<file path="src/rtl/core/fatigue_vote_alarm_controller_core_assert.svh">
// Assertion helpers used by the core RTL.
`ifndef FATIGUE_VOTE_ALARM_CONTROLLER_CORE_ASSERT_SVH
`define FATIGUE_VOTE_ALARM_CONTROLLER_CORE_ASSERT_SVH

// Check a consequence in the same cycle as its condition.
`define FVAC_ASSERT_NOW(label, clk, rst_n, ante, cons, msg) \
	label: assert property (@(posedge clk) disable iff (!rst_n) (ante) |-> (cons)) \
		else $error(msg);

// Check a consequence in the cycle after its condition.
`define FVAC_ASSERT_NEXT(label, clk, rst_n, ante, cons, msg) \
	label: assert property (@(posedge clk) disable iff (!rst_n) (ante) |=> (cons)) \
		else $error(msg);

`endif

</file>
<file path="src/rtl/core/fvac_pkg.sv">
package fvac_pkg;

	// Block sizing
	localparam int VOTE_WINDOW = 16;
	localparam int SCORE_MAX   = 1000;
	localparam int LOST_FRAMES = 30;
	localparam int FRAME_RATE  = 30;
	localparam int BLINK_DIV   = FRAME_RATE / 4;
	localparam int PERCENT_FULL = 100;

	localparam int POS_W   = $clog2(VOTE_WINDOW);
	localparam int TOT_W   = $clog2(VOTE_WINDOW + 1);
	localparam int PROD_W  = $clog2((VOTE_WINDOW + 1) * 127 + 1);
	localparam int SCORE_W = 10;
	localparam int WVOTE_W = 5;

	// Configuration register indexes
	localparam int CFG_IDX_W = 3;
	localparam int CFG_DATA_W = 16;
	localparam logic [CFG_IDX_W-1:0] REG_CONF_THR     = 3'd0;
	localparam logic [CFG_IDX_W-1:0] REG_WARMUP       = 3'd1;
	localparam logic [CFG_IDX_W-1:0] REG_RATIO        = 3'd2;
	localparam logic [CFG_IDX_W-1:0] REG_SCORE_RISE   = 3'd3;
	localparam logic [CFG_IDX_W-1:0] REG_SCORE_DECAY  = 3'd4;
	localparam logic [CFG_IDX_W-1:0] REG_DANGER       = 3'd5;
	localparam logic [CFG_IDX_W-1:0] REG_STREAK_THR   = 3'd6;
	localparam logic [CFG_IDX_W-1:0] REG_ALARM_LENGTH = 3'd7;

	// LED patterns
	localparam logic [3:0] LED_ODD  = 4'h5;
	localparam logic [3:0] LED_EVEN = 4'hA;

	typedef struct packed {
		logic [7:0]         confidence_threshold;
		logic [9:0]         warmup_frames;
		logic [6:0]         alarm_ratio_percent;
		logic [9:0]         score_rise;
		logic [9:0]         score_decay;
		logic [9:0]         danger_score;
		logic [7:0]         streak_threshold;
		logic [15:0]        alarm_length;
	} cfg_t;

	typedef struct packed {
		logic       target_present;
		logic       class_is_fatigued;
		logic [7:0] class_confidence;
	} frame_t;

	typedef struct packed {
		logic               alarm_active;
		logic               alarm_started;
		logic               alarm_ended;
		logic               lost_alert;
		logic               target_recovered;
		logic [3:0]         led_drive;
		logic               frame_vote;
		logic [WVOTE_W-1:0] window_votes;
		logic [SCORE_W-1:0] current_score;
		logic [7:0]         current_streak;
	} result_t;

	typedef struct packed {
		logic                   in_alarm;
		logic [VOTE_WINDOW-1:0] vote_window;
		logic [POS_W-1:0]       window_position;
		logic                   window_full;
		logic [TOT_W-1:0]       vote_total;
		logic [7:0]             fatigue_streak;
		logic [SCORE_W-1:0]     score;
		logic [15:0]            lost_frames;
		logic                   lost_reported;
		logic [10:0]            frames_seen;
		logic [15:0]            alarm_frames;
		logic [7:0]             blink_phase;
		logic                   toggle_bit;
		logic [3:0]             led_levels;
	} state_t;

endpackage

</file>
<file path="src/rtl/core/fvac_frame_if.sv">
interface fvac_frame_if;
	logic       valid;
	logic       ready;
	logic       target_present;
	logic       class_is_fatigued;
	logic [7:0] class_confidence;

	modport source (output valid, target_present, class_is_fatigued, class_confidence,
		input ready);
	modport sink (input valid, target_present, class_is_fatigued, class_confidence,
		output ready);
endinterface

</file>
<file path="src/rtl/core/fvac_result_if.sv">
interface fvac_result_if;
	logic        valid;
	logic        ready;
	logic        alarm_active;
	logic        alarm_started;
	logic        alarm_ended;
	logic        lost_alert;
	logic        target_recovered;
	logic [3:0]  led_drive;
	logic        frame_vote;
	logic [4:0]  window_votes;
	logic [9:0]  current_score;
	logic [7:0]  current_streak;

	modport source (output valid, alarm_active, alarm_started, alarm_ended, lost_alert,
		target_recovered, led_drive, frame_vote, window_votes, current_score,
		current_streak, input ready);
	modport sink (input valid, alarm_active, alarm_started, alarm_ended, lost_alert,
		target_recovered, led_drive, frame_vote, window_votes, current_score,
		current_streak, output ready);
endinterface

</file>
<file path="src/rtl/core/fatigue_vote_alarm_controller_core.sv">
// Fatigue vote alarm controller core.
// frame_in carries one frame verdict per transfer (target presence, class,
// Q0.8 confidence); result_out returns exactly one result per frame, in order.
// Both channels transfer on a clock edge with valid and ready high.
// A transferred frame is held in the input stage, processed by the step logic
// and then lands in the result register, where its result is valid; the input
// stage advances only when the result register is free or being taken.
// Throughput is one frame per cycle while result_out is not stalled, with the
// vote window, score and alarm counters updated once per processed frame.
// When result_out stalls, the input stage still takes one more frame; after
// that frame_in.ready drops until the result is taken.
// The cfg_* port writes one register per edge with cfg_wr_en high; write only
// while no frame is in flight.
// arst_n clears all state and the pipeline and restores register defaults;
// no frame needs to wait for any clearing pass after reset.
module fatigue_vote_alarm_controller_core
	import fvac_pkg::*;
(
	input  logic                  clk,
	input  logic                  arst_n,
	fvac_frame_if.sink            frame_in,
	fvac_result_if.source         result_out,
	input  logic                  cfg_wr_en,
	input  logic [CFG_IDX_W-1:0]  cfg_index,
	input  logic [CFG_DATA_W-1:0] cfg_data
);

`include "fatigue_vote_alarm_controller_core_assert.svh"

	cfg_t    cfg;
	state_t  state_q;
	state_t  state_nxt;
	frame_t  frame_s1;
	logic    valid_s1;
	result_t result_nxt;
	result_t result_q;
	logic    out_valid_q;
	logic    accept;
	logic    advance;

	fvac_cfg_regs u_cfg (
		.clk      (clk),
		.arst_n   (arst_n),
		.wr_en    (cfg_wr_en),
		.wr_index (cfg_index),
		.wr_data  (cfg_data),
		.cfg      (cfg)
	);

	fvac_step u_step (
		.cur   (state_q),
		.cfg   (cfg),
		.frame (frame_s1),
		.nxt   (state_nxt),
		.res   (result_nxt)
	);

	// Handshake: advance the input stage when the result register is free
	assign advance        = valid_s1 && (!out_valid_q || result_out.ready);
	assign frame_in.ready = !valid_s1 || advance;
	assign accept         = frame_in.valid && frame_in.ready;

	// Input stage
	always_ff @(posedge clk or negedge arst_n) begin
		if (!arst_n) begin
			valid_s1 <= 1'b0;
		end else if (accept) begin
			valid_s1 <= 1'b1;
		end else if (advance) begin
			valid_s1 <= 1'b0;
		end
	end

	always_ff @(posedge clk) begin
		if (accept) begin
			frame_s1.target_present    <= frame_in.target_present;
			frame_s1.class_is_fatigued <= frame_in.class_is_fatigued;
			frame_s1.class_confidence  <= frame_in.class_confidence;
		end
	end

	// Controller state, updated once per processed frame
	always_ff @(posedge clk or negedge arst_n) begin
		if (!arst_n) begin
			state_q <= '0;
		end else if (advance) begin
			state_q <= state_nxt;
		end
	end

	// Result register
	always_ff @(posedge clk or negedge arst_n) begin
		if (!arst_n) begin
			out_valid_q <= 1'b0;
		end else if (advance) begin
			out_valid_q <= 1'b1;
		end else if (result_out.ready) begin
			out_valid_q <= 1'b0;
		end
	end

	always_ff @(posedge clk) begin
		if (advance) begin
			result_q <= result_nxt;
		end
	end

	assign result_out.valid            = out_valid_q;
	assign result_out.alarm_active     = result_q.alarm_active;
	assign result_out.alarm_started    = result_q.alarm_started;
	assign result_out.alarm_ended      = result_q.alarm_ended;
	assign result_out.lost_alert       = result_q.lost_alert;
	assign result_out.target_recovered = result_q.target_recovered;
	assign result_out.led_drive        = result_q.led_drive;
	assign result_out.frame_vote       = result_q.frame_vote;
	assign result_out.window_votes     = result_q.window_votes;
	assign result_out.current_score    = result_q.current_score;
	assign result_out.current_streak   = result_q.current_streak;

	// Checks
	`FVAC_ASSERT_NOW(a_total_matches_window, clk, arst_n, 1'b1, $countones(state_q.vote_window) == int'(state_q.vote_total), "vote total out of step with window")
	`FVAC_ASSERT_NOW(a_score_bounded, clk, arst_n, 1'b1, state_q.score <= SCORE_W'(SCORE_MAX), "score above maximum")
	`FVAC_ASSERT_NOW(a_start_end_excl, clk, arst_n, out_valid_q, !(result_q.alarm_started && result_q.alarm_ended), "alarm started and ended together")
	`FVAC_ASSERT_NOW(a_start_active, clk, arst_n, out_valid_q && result_q.alarm_started, result_q.alarm_active, "alarm started but not active")
	`FVAC_ASSERT_NOW(a_stall_cause, clk, arst_n, !frame_in.ready, valid_s1 && out_valid_q && !result_out.ready, "input stalled without a full pipeline")
	`FVAC_ASSERT_NEXT(a_advance_result, clk, arst_n, advance, out_valid_q, "processed frame left no result")

endmodule

</file>
<file path="src/rtl/core/fvac_cfg_regs.sv">
module fvac_cfg_regs
	import fvac_pkg::*;
(
	input  logic                  clk,
	input  logic                  arst_n,
	input  logic                  wr_en,
	input  logic [CFG_IDX_W-1:0]  wr_index,
	input  logic [CFG_DATA_W-1:0] wr_data,
	output cfg_t                  cfg
);

	cfg_t cfg_q;

	// Decode writes into the register file
	always_ff @(posedge clk or negedge arst_n) begin
		if (!arst_n) begin
			cfg_q.confidence_threshold <= 8'd179;
			cfg_q.warmup_frames        <= 10'd60;
			cfg_q.alarm_ratio_percent  <= 7'd60;
			cfg_q.score_rise           <= 10'd20;
			cfg_q.score_decay          <= 10'd5;
			cfg_q.danger_score         <= 10'd500;
			cfg_q.streak_threshold     <= 8'd10;
			cfg_q.alarm_length         <= 16'd90;
		end else if (wr_en) begin
			unique case (wr_index)
				REG_CONF_THR:     cfg_q.confidence_threshold <= wr_data[7:0];
				REG_WARMUP:       cfg_q.warmup_frames        <= wr_data[9:0];
				REG_RATIO:        cfg_q.alarm_ratio_percent  <= wr_data[6:0];
				REG_SCORE_RISE:   cfg_q.score_rise           <= wr_data[9:0];
				REG_SCORE_DECAY:  cfg_q.score_decay          <= wr_data[9:0];
				REG_DANGER:       cfg_q.danger_score         <= wr_data[9:0];
				REG_STREAK_THR:   cfg_q.streak_threshold     <= wr_data[7:0];
				REG_ALARM_LENGTH: cfg_q.alarm_length         <= wr_data[15:0];
				default: ;
			endcase
		end
	end

	assign cfg = cfg_q;

endmodule

</file>
<file path="src/rtl/core/fvac_step.sv">
module fvac_step
	import fvac_pkg::*;
(
	input  state_t  cur,
	input  cfg_t    cfg,
	input  frame_t  frame,
	output state_t  nxt,
	output result_t res
);

	logic [7:0]         phase_inc;
	logic               blink_now;
	logic [15:0]        lost_inc;
	logic               vote;
	logic [7:0]         streak_n;
	logic               old_bit;
	logic [TOT_W-1:0]   total_dec;
	logic [TOT_W-1:0]   total_n;
	logic               pos_last;
	logic               full_n;
	logic [SCORE_W:0]   score_sum;
	logic [SCORE_W-1:0] score_n;
	logic [PROD_W-1:0]  vote_prod;
	logic [PROD_W-1:0]  need_prod;
	logic               ratio_ok;
	logic [15:0]        alarm_inc;
	logic               toggle_n;

	// Frame-level counters and the shared window update terms
	always_comb begin
		phase_inc = cur.blink_phase + 8'd1;
		lost_inc  = (cur.lost_frames != '1) ? cur.lost_frames + 16'd1 : cur.lost_frames;
		vote      = frame.class_is_fatigued && (frame.class_confidence >= cfg.confidence_threshold);
		if (vote)
			streak_n = (cur.fatigue_streak != '1) ? cur.fatigue_streak + 8'd1 : cur.fatigue_streak;
		else
			streak_n = '0;
		old_bit   = cur.vote_window[cur.window_position];
		total_dec = (old_bit && cur.vote_total != '0) ? cur.vote_total - TOT_W'(1) : cur.vote_total;
		total_n   = total_dec + TOT_W'(vote);
		pos_last  = (cur.window_position == POS_W'(VOTE_WINDOW - 1));
		full_n    = cur.window_full | pos_last;
		score_sum = {1'b0, cur.score} + {1'b0, cfg.score_rise};
		if (vote)
			score_n = (score_sum >= (SCORE_W+1)'(SCORE_MAX)) ? SCORE_W'(SCORE_MAX)
				: score_sum[SCORE_W-1:0];
		else
			score_n = (cur.score > cfg.score_decay) ? cur.score - cfg.score_decay : '0;
		vote_prod = PROD_W'(total_n) * PROD_W'(PERCENT_FULL);
		need_prod = PROD_W'(cfg.alarm_ratio_percent) * PROD_W'(VOTE_WINDOW);
		ratio_ok  = full_n && (vote_prod >= need_prod);
		alarm_inc = (cur.alarm_frames != '1) ? cur.alarm_frames + 16'd1 : cur.alarm_frames;
		toggle_n  = !cur.toggle_bit;
	end

	// Next state and result for one frame
	always_comb begin
		nxt = cur;
		res = '0;

		if (cur.frames_seen != '1)
			nxt.frames_seen = cur.frames_seen + 11'd1;
		nxt.blink_phase = (phase_inc >= 8'(BLINK_DIV)) ? '0 : phase_inc;
		blink_now = (nxt.blink_phase == '0);

		if (!frame.target_present) begin
			// Lost target: drop votes and score, end any alarm
			nxt.lost_frames     = lost_inc;
			nxt.vote_window     = '0;
			nxt.window_position = '0;
			nxt.window_full     = 1'b0;
			nxt.vote_total      = '0;
			nxt.fatigue_streak  = '0;
			nxt.score           = '0;
			if (cur.in_alarm) begin
				nxt.in_alarm     = 1'b0;
				nxt.alarm_frames = '0;
				res.alarm_ended  = 1'b1;
			end
			if (lost_inc >= 16'(LOST_FRAMES)) begin
				if (blink_now) begin
					nxt.toggle_bit = toggle_n;
					nxt.led_levels = toggle_n ? (cur.led_levels | LED_EVEN)
						: (cur.led_levels & LED_ODD);
				end
				if (!cur.lost_reported) begin
					nxt.lost_reported = 1'b1;
					res.lost_alert    = 1'b1;
				end
			end
		end else begin
			if (cur.lost_frames >= 16'(LOST_FRAMES)) begin
				res.target_recovered = 1'b1;
				nxt.led_levels       = cur.led_levels & LED_ODD;
			end
			nxt.lost_frames    = '0;
			nxt.lost_reported  = 1'b0;
			nxt.fatigue_streak = streak_n;
			res.frame_vote     = vote;

			if (!cur.in_alarm) begin
				// Monitoring: collect the vote once warm-up is over
				if (nxt.frames_seen > {1'b0, cfg.warmup_frames}) begin
					nxt.vote_window[cur.window_position] = vote;
					nxt.vote_total      = total_n;
					nxt.window_position = pos_last ? '0 : cur.window_position + POS_W'(1);
					nxt.window_full     = full_n;
					nxt.score           = score_n;
					if (score_n >= cfg.danger_score &&
						(ratio_ok || streak_n >= cfg.streak_threshold)) begin
						nxt.in_alarm      = 1'b1;
						nxt.alarm_frames  = '0;
						res.alarm_started = 1'b1;
					end
				end
			end else begin
				// Alarm: alternate LED pairs until timeout
				nxt.alarm_frames = alarm_inc;
				nxt.toggle_bit   = toggle_n;
				nxt.led_levels   = toggle_n ? LED_ODD : LED_EVEN;
				if (alarm_inc >= cfg.alarm_length) begin
					nxt.led_levels      = '0;
					nxt.vote_window     = '0;
					nxt.window_position = '0;
					nxt.window_full     = 1'b0;
					nxt.vote_total      = '0;
					nxt.fatigue_streak  = '0;
					nxt.score           = '0;
					nxt.in_alarm        = 1'b0;
					res.alarm_ended     = 1'b1;
				end
			end
		end

		res.alarm_active   = nxt.in_alarm;
		res.led_drive      = nxt.led_levels;
		res.window_votes   = WVOTE_W'(nxt.vote_total);
		res.current_score  = nxt.score;
		res.current_streak = nxt.fatigue_streak;
	end

endmodule
</file>
<file path="src/flat_wrapper.sv">
// flat-port wrapper written by rule: the top's interface ports become plain ports
module fatigue_vote_alarm_controller_core_flat import fvac_pkg::*;
  (clk, arst_n, cfg_wr_en, cfg_index, cfg_data, frame_in_valid, frame_in_target_present, frame_in_class_is_fatigued, frame_in_class_confidence, frame_in_ready, result_out_valid, result_out_alarm_active, result_out_alarm_started, result_out_alarm_ended, result_out_lost_alert, result_out_target_recovered, result_out_led_drive, result_out_frame_vote, result_out_window_votes, result_out_current_score, result_out_current_streak, result_out_ready);
  fvac_frame_if frame_in_i ();
  fvac_result_if result_out_i ();
  input  logic clk;
  input  logic arst_n;
  input  logic cfg_wr_en;
  input  logic [CFG_IDX_W-1:0] cfg_index;
  input  logic [CFG_DATA_W-1:0] cfg_data;
  input wire logic [$bits(frame_in_i.valid)-1:0] frame_in_valid;
  input wire logic [$bits(frame_in_i.target_present)-1:0] frame_in_target_present;
  input wire logic [$bits(frame_in_i.class_is_fatigued)-1:0] frame_in_class_is_fatigued;
  input wire logic [$bits(frame_in_i.class_confidence)-1:0] frame_in_class_confidence;
  output wire logic [$bits(frame_in_i.ready)-1:0] frame_in_ready;
  output wire logic [$bits(result_out_i.valid)-1:0] result_out_valid;
  output wire logic [$bits(result_out_i.alarm_active)-1:0] result_out_alarm_active;
  output wire logic [$bits(result_out_i.alarm_started)-1:0] result_out_alarm_started;
  output wire logic [$bits(result_out_i.alarm_ended)-1:0] result_out_alarm_ended;
  output wire logic [$bits(result_out_i.lost_alert)-1:0] result_out_lost_alert;
  output wire logic [$bits(result_out_i.target_recovered)-1:0] result_out_target_recovered;
  output wire logic [$bits(result_out_i.led_drive)-1:0] result_out_led_drive;
  output wire logic [$bits(result_out_i.frame_vote)-1:0] result_out_frame_vote;
  output wire logic [$bits(result_out_i.window_votes)-1:0] result_out_window_votes;
  output wire logic [$bits(result_out_i.current_score)-1:0] result_out_current_score;
  output wire logic [$bits(result_out_i.current_streak)-1:0] result_out_current_streak;
  input wire logic [$bits(result_out_i.ready)-1:0] result_out_ready;
  assign frame_in_i.valid = frame_in_valid;
  assign frame_in_i.target_present = frame_in_target_present;
  assign frame_in_i.class_is_fatigued = frame_in_class_is_fatigued;
  assign frame_in_i.class_confidence = frame_in_class_confidence;
  assign frame_in_ready = frame_in_i.ready;
  assign result_out_valid = result_out_i.valid;
  assign result_out_alarm_active = result_out_i.alarm_active;
  assign result_out_alarm_started = result_out_i.alarm_started;
  assign result_out_alarm_ended = result_out_i.alarm_ended;
  assign result_out_lost_alert = result_out_i.lost_alert;
  assign result_out_target_recovered = result_out_i.target_recovered;
  assign result_out_led_drive = result_out_i.led_drive;
  assign result_out_frame_vote = result_out_i.frame_vote;
  assign result_out_window_votes = result_out_i.window_votes;
  assign result_out_current_score = result_out_i.current_score;
  assign result_out_current_streak = result_out_i.current_streak;
  assign result_out_i.ready = result_out_ready;
  fatigue_vote_alarm_controller_core u_core (.clk(clk), .arst_n(arst_n), .frame_in(frame_in_i), .result_out(result_out_i), .cfg_wr_en(cfg_wr_en), .cfg_index(cfg_index), .cfg_data(cfg_data));
endmodule
</file>
<file path="config.mk">
export PLATFORM = sky130hd
export DESIGN_NAME = fatigue_vote_alarm_controller_core_flat
export DESIGN_NICKNAME = d
export VERILOG_FILES = /design/src/rtl/core/fvac_pkg.sv /design/src/rtl/core/fvac_frame_if.sv /design/src/rtl/core/fvac_result_if.sv /design/src/rtl/core/fatigue_vote_alarm_controller_core.sv /design/src/rtl/core/fvac_cfg_regs.sv /design/src/rtl/core/fvac_step.sv /design/src/flat_wrapper.sv
export VERILOG_INCLUDE_DIRS = /design/src /design/src/rtl/core
export SDC_FILE = /design/constraint.sdc
export NUM_CORES = 1
export LEC_CHECK = 0
export ABC_CLOCK_PERIOD_IN_PS = 6630
export BUFFER_PORTS_ARGS = -buffer_cell sky130_fd_sc_hd__buf_4
export CORE_ASPECT_RATIO = 0.7
export CORE_MARGIN = 8
export CORE_UTILIZATION = 46
export DETAILED_ROUTE_END_ITERATION = 12
export GPL_ROUTABILITY_DRIVEN = 0
export HOLD_SLACK_MARGIN = 0.02
export PLACE_DENSITY_LB_ADDON = 0.05
export SETUP_SLACK_MARGIN = 0.1
export SYNTH_ARGS = -nofsm -noshare
export SYNTH_HDL_FRONTEND = slang
export SYNTH_SLANG_ARGS = --single-unit
export TNS_END_PERCENT = 1
</file>
<file path="constraint.sdc">
create_clock -name clk -period 6.63 [get_ports clk]
set_input_delay 0 -clock clk [delete_from_list [all_inputs] [get_ports clk]]
set_output_delay 0 -clock clk [all_outputs]
set_load 0.1 [all_outputs]
</file>
==> impl_metrics.csv <==
group,metric,value,unit
routing,initialDrtViolationCount,929,
worst_setup_path,slowest_delay,0.53,ns
finish,area_growth_syn_to_fin,16.0,%
worst_setup_path,crit_path_top_delay_cell,"sky130_fd_sc_hd__dfstp_2",
routing,postRouteWirelength,33400,µm
sta,worst_hold_slack,0.0728,ns
worst_setup_path,critical_path_required,7.11,ns
place,hpwl,23800,µm
synth,post_synth.cell_area_avg,9.78,µm²
clocking,clk_latency,0.55,ns
place,place_inst,1778,
synth,synth-main-ff-cell,"sky130_fd_sc_hd__dfrtp_1",
place,placement.io_buffers,68,
floorplanning,fp.coreArea,0.0288,mm²
floorplanning,fp.dieW,220,µm
power_and_ir_drop,share_clk_of_total_power,27.7,%
synth,synth.most_common_cell,"sky130_fd_sc_hd__dfrtp_1",
global_route,first_pass_grt_wire_length,54800,µm
sta,fin_skew,0.0290,ns
global_route,first_global_vias,9911,
finish,finalNetCount,1610,
sta,min_period,6.11,ns
worst_setup_path,timing.critical_path.mode_cell,"sky130_fd_sc_hd__ha_1",
clocking,cts_made_buffers,24,
worst_setup_path,critPathKind,"reg2reg",
global_route,grt_use_total,19.2,%
run_status,run_status,"completed",
synth,syn-cell-area,0.0134,mm²
routing,dr_total_vias,10334,
global_route,grt_start_max_net_pins,75,
synth,syn_inst,1372,
finish,final.fill_count,2593,
clocking,sink_count_of_the_clock_tree,226,
power_and_ir_drop,internal-power,3190,µW
sta,finalMaxSlewViolations,0,
synth,ys_types,76,
power_and_ir_drop,power-per-cell-area,322,mW/mm²
worst_setup_path,crit_fanout,16,
routing,antenna_violation_net_count_after_detailed_routing,0,
sta,rsz0062_at_grt,"false",
clocking,cts_max_level,1,
finish,final_cells,1865,
routing,drcViolationCount,0,
floorplanning,placementRows,52,
power_and_ir_drop,share_comb_of_total_power,34.3,%
floorplanning,start_util,46.6,%
sta,tightest_slew,1.03,ns
sta,clock.fmax,164,MHz
run,number_of_violations_of_the_max_capacitance_limit,0,
routing,drtPass1Iterations,5,
sta,setup_total_negative_slack,0,ns
clocking,clock_path_buffers,3,
synth,yosys_register_bits,226,
synth,synthArstFlopShare,81.0,%
sta,report.final.setup_viol,0,
routing,vias_per_cell,5.54,
worst_setup_path,endpoint_kind,"flop",
synth,synth_commonest_cells,"154 x sky130_fd_sc_hd__dfrtp_1, 146 x sky130_fd_sc_hd__nand2_1, 108 x sky130_fd_sc_hd__o21ai_0",
sta,max-slew-margin-rel,31.0,%
power_and_ir_drop,vdd.ir_drop.worst,0.000202,V
synth,synth-edff-count,43,
worst_setup_path,sort_of_element_at_the_start_of_the_critical_path,"flop",
sta,post-route-period-util,92.1,%
power_and_ir_drop,static-leakage-power,0.00704,µW
floorplanning,boundaryPins,69,
synth,synth-warning-count,0,
floorplanning,die_height,159,µm
worst_setup_path,arrival,6.58,ns
synth,post-synth-top-area-cell,"sky130_fd_sc_hd__dfrtp_1",
synth,netlist_top_cells_area,"sky130_fd_sc_hd__dfrtp_1 29%, sky130_fd_sc_hd__ha_1 9.7%, sky130_fd_sc_hd__edfxtp_1 9.6%, sky130_fd_sc_hd__dfstp_2 5.7%, sky130_fd_sc_hd__mux2_2 4.9%",
finish,layout-drive-gt1-share,15.9,%
finish,insertedDiodeCount,0,
global_route,gr-total-overflow,0,
power_and_ir_drop,netSwitchingPower,1830,µW
routing,detail_route.wl_per_cell,17.9,µm
synth,synthDominantCellAreaShare,28.7,%
power_and_ir_drop,register_share_of_total_power,38.0,%
clocking,cts.root.buffer_cell,"sky130_fd_sc_hd__clkbuf_16",
floorplanning,die_area,0.0350,mm²
sta,hold_viol_final,0,
global_route,antenna_found_initial,0,
synth,yosysSeqAreaShare,44.0,%
power_and_ir_drop,swShare,36.4,%
synth,synth_nets,1513,
clocking,clk_pin_slew,0.06,ns
min_path,timing.hold.worst.class,"in2async",
clocking,tritoncts_clock_tree,"yes",
[worst max-delay path: cells and delay by family, from the launching register on]
| kind | cells | cell delay [ns] |
|---|---|---|
| compound gates | 13 | 1.87 |
| buf+inv | 2 | 0.32 |
| xor+xnor | 3 | 0.62 |
| simple gates | 5 | 0.76 |
| fa+ha+maj | 7 | 1.91 |
| flops | 1 | 0.53 |
[area by class of cell]
| cell class | count | area (µm²) | share of cell area, % |
|---|---|---|---|
| clock buffer | 40 | 733 | 4.71 |
| clock inverter | 4 | 83.8 | 0.538 |
| timing repair buffer | 128 | 1070 | 6.89 |
| inverter | 102 | 384 | 2.47 |
| tap | 378 | 473 | 3.04 |
| multi-input combinational | 987 | 6920 | 44.4 |
| sequential | 226 | 5910 | 37.9 |
[sequential cells by signal, indices dropped and copies added (netlist names), 4 cells and up]
name and flops:
u_core.u_cfg.cfg 79, u_core.result_out.window_votes 5, u_core.frame_s1 10, u_core.result_out.led_drive 4, u_core.result_out.current_score 10, u_core.state_q 102, u_core.result_out.current_streak 8
[cell usage in the layout, fill, tap and decap left out, types with 29 or more instances in the layout]
cell type | Yosys | layout
sky130_fd_sc_hd__edfxtp_1 | 43 | 43
sky130_fd_sc_hd__nor3_1 | 32 | 30
sky130_fd_sc_hd__dfrtp_1 | 154 | 153
sky130_fd_sc_hd__nand2_1 | 146 | 146
sky130_fd_sc_hd__a21oi_1 | 66 | 66
sky130_fd_sc_hd__xnor2_1 | 40 | 38
sky130_fd_sc_hd__dlygate4sd3_1 | 0 | 41
sky130_fd_sc_hd__o21ai_0 | 108 | 106
sky130_fd_sc_hd__dfstp_2 | 29 | 29
sky130_fd_sc_hd__ha_1 | 104 | 103
sky130_fd_sc_hd__nor2_1 | 83 | 83
sky130_fd_sc_hd__inv_1 | 99 | 98
sky130_fd_sc_hd__mux2_2 | 58 | 58
sky130_fd_sc_hd__nand3_1 | 37 | 37
sky130_fd_sc_hd__buf_4 | 0 | 85
[stage by stage]
step | util [%] | worst slack (ns) | instance area [µm²] | total power (µW)
floorplan | - | 0.544 | 13400 | 3150
global placement | 49.6 | 0.418 | 14300 | 3590
detailed placement | 49.6 | 0.251 | 14300 | 3610
CTS | 53.8 | 0.208 | 15500 | 5050
global route | 54.0 | 0.0793 | 15600 | 5360
finish | 54.0 | 0.523 | 15600 | 5020
[repair_timing]
item / CTS / global route
hold endpoints to repair: 163 / 0
gates resized for setup: 0 / 12
buffers inserted: 0 / 2
setup endpoints to repair: 0 / 19
hold buffers: 41 / 0
[routing by layer]
| layer | wire length [µm] | share of wire [%] | global-route usage [%] |
|---|---|---|---|
| met5 | 0 | 0 | 0 |
| met4 | 503 | 1.5 | 3.35 |
| met3 | 1540 | 4.6 | 3.09 |
| met2 | 13800 | 41 | 27.0 |
| met1 | 17600 | 53 | 30.5 |
[final timing paths]
| kind | endpoint | cells past startpoint | start | slack (ns) |
|---|---|---|---|---|
| setup / recovery | u_core.state_q[21]$_DFFE_PN0P_ | 30 | u_core.u_cfg.cfg[71]$_DFFE_PN1P_ | 0.52 |
| hold reg to reg | u_core.state_q[2]$_DFFE_PN0P_ | 1 | u_core.state_q[2]$_DFFE_PN0P_ | 0.49 |
| max in group asynchronous | u_core.state_q[3]$_DFFE_PN0P_ | 3 | arst_n | 5.27 |
| setup reg to reg | u_core.state_q[21]$_DFFE_PN0P_ | 30 | u_core.u_cfg.cfg[71]$_DFFE_PN1P_ | 0.52 |
| min in group clk | u_core.frame_s1[4]$_DFFE_PP_ | 2 | frame_in_class_confidence[4] | 0.17 |
| hold / removal | u_core.state_q[94]$_DFFE_PN0P_ | 2 | arst_n | 0.07 |
[power by group through the flow]
stage,Combinational [µW],Clock (µW),Sequential [µW]
2_1_floorplan,1140,0,2010
3_3_place_gp,1660,0,1920
3_5_place_dp,1680,0,1930
4_1_cts,1710,1430,1910
5_1_grt,1930,1490,1950
6_report,1720,1390,1910
[kinds of logic (layout without fill, tap and decap cells)]
| logic type | after synthesis | after routing | synth area share, % |
|---|---|---|---|
| AND/OR/NAND/NOR | 411 | 411 | 14.6 |
| AO/OA/AOI/OAI | 337 | 337 | 16.5 |
| flip-flops | 226 | 226 | 44.0 |
| buffers and inverters | 159 | 274 | 4.78 |
| adder cells (fa/ha/maj) | 107 | 107 | 10.1 |
| multiplexers | 71 | 71 | 5.84 |
| XOR/XNOR | 61 | 61 | 4.08 |
No activity file was read; power rests on OpenSTA's default activity.
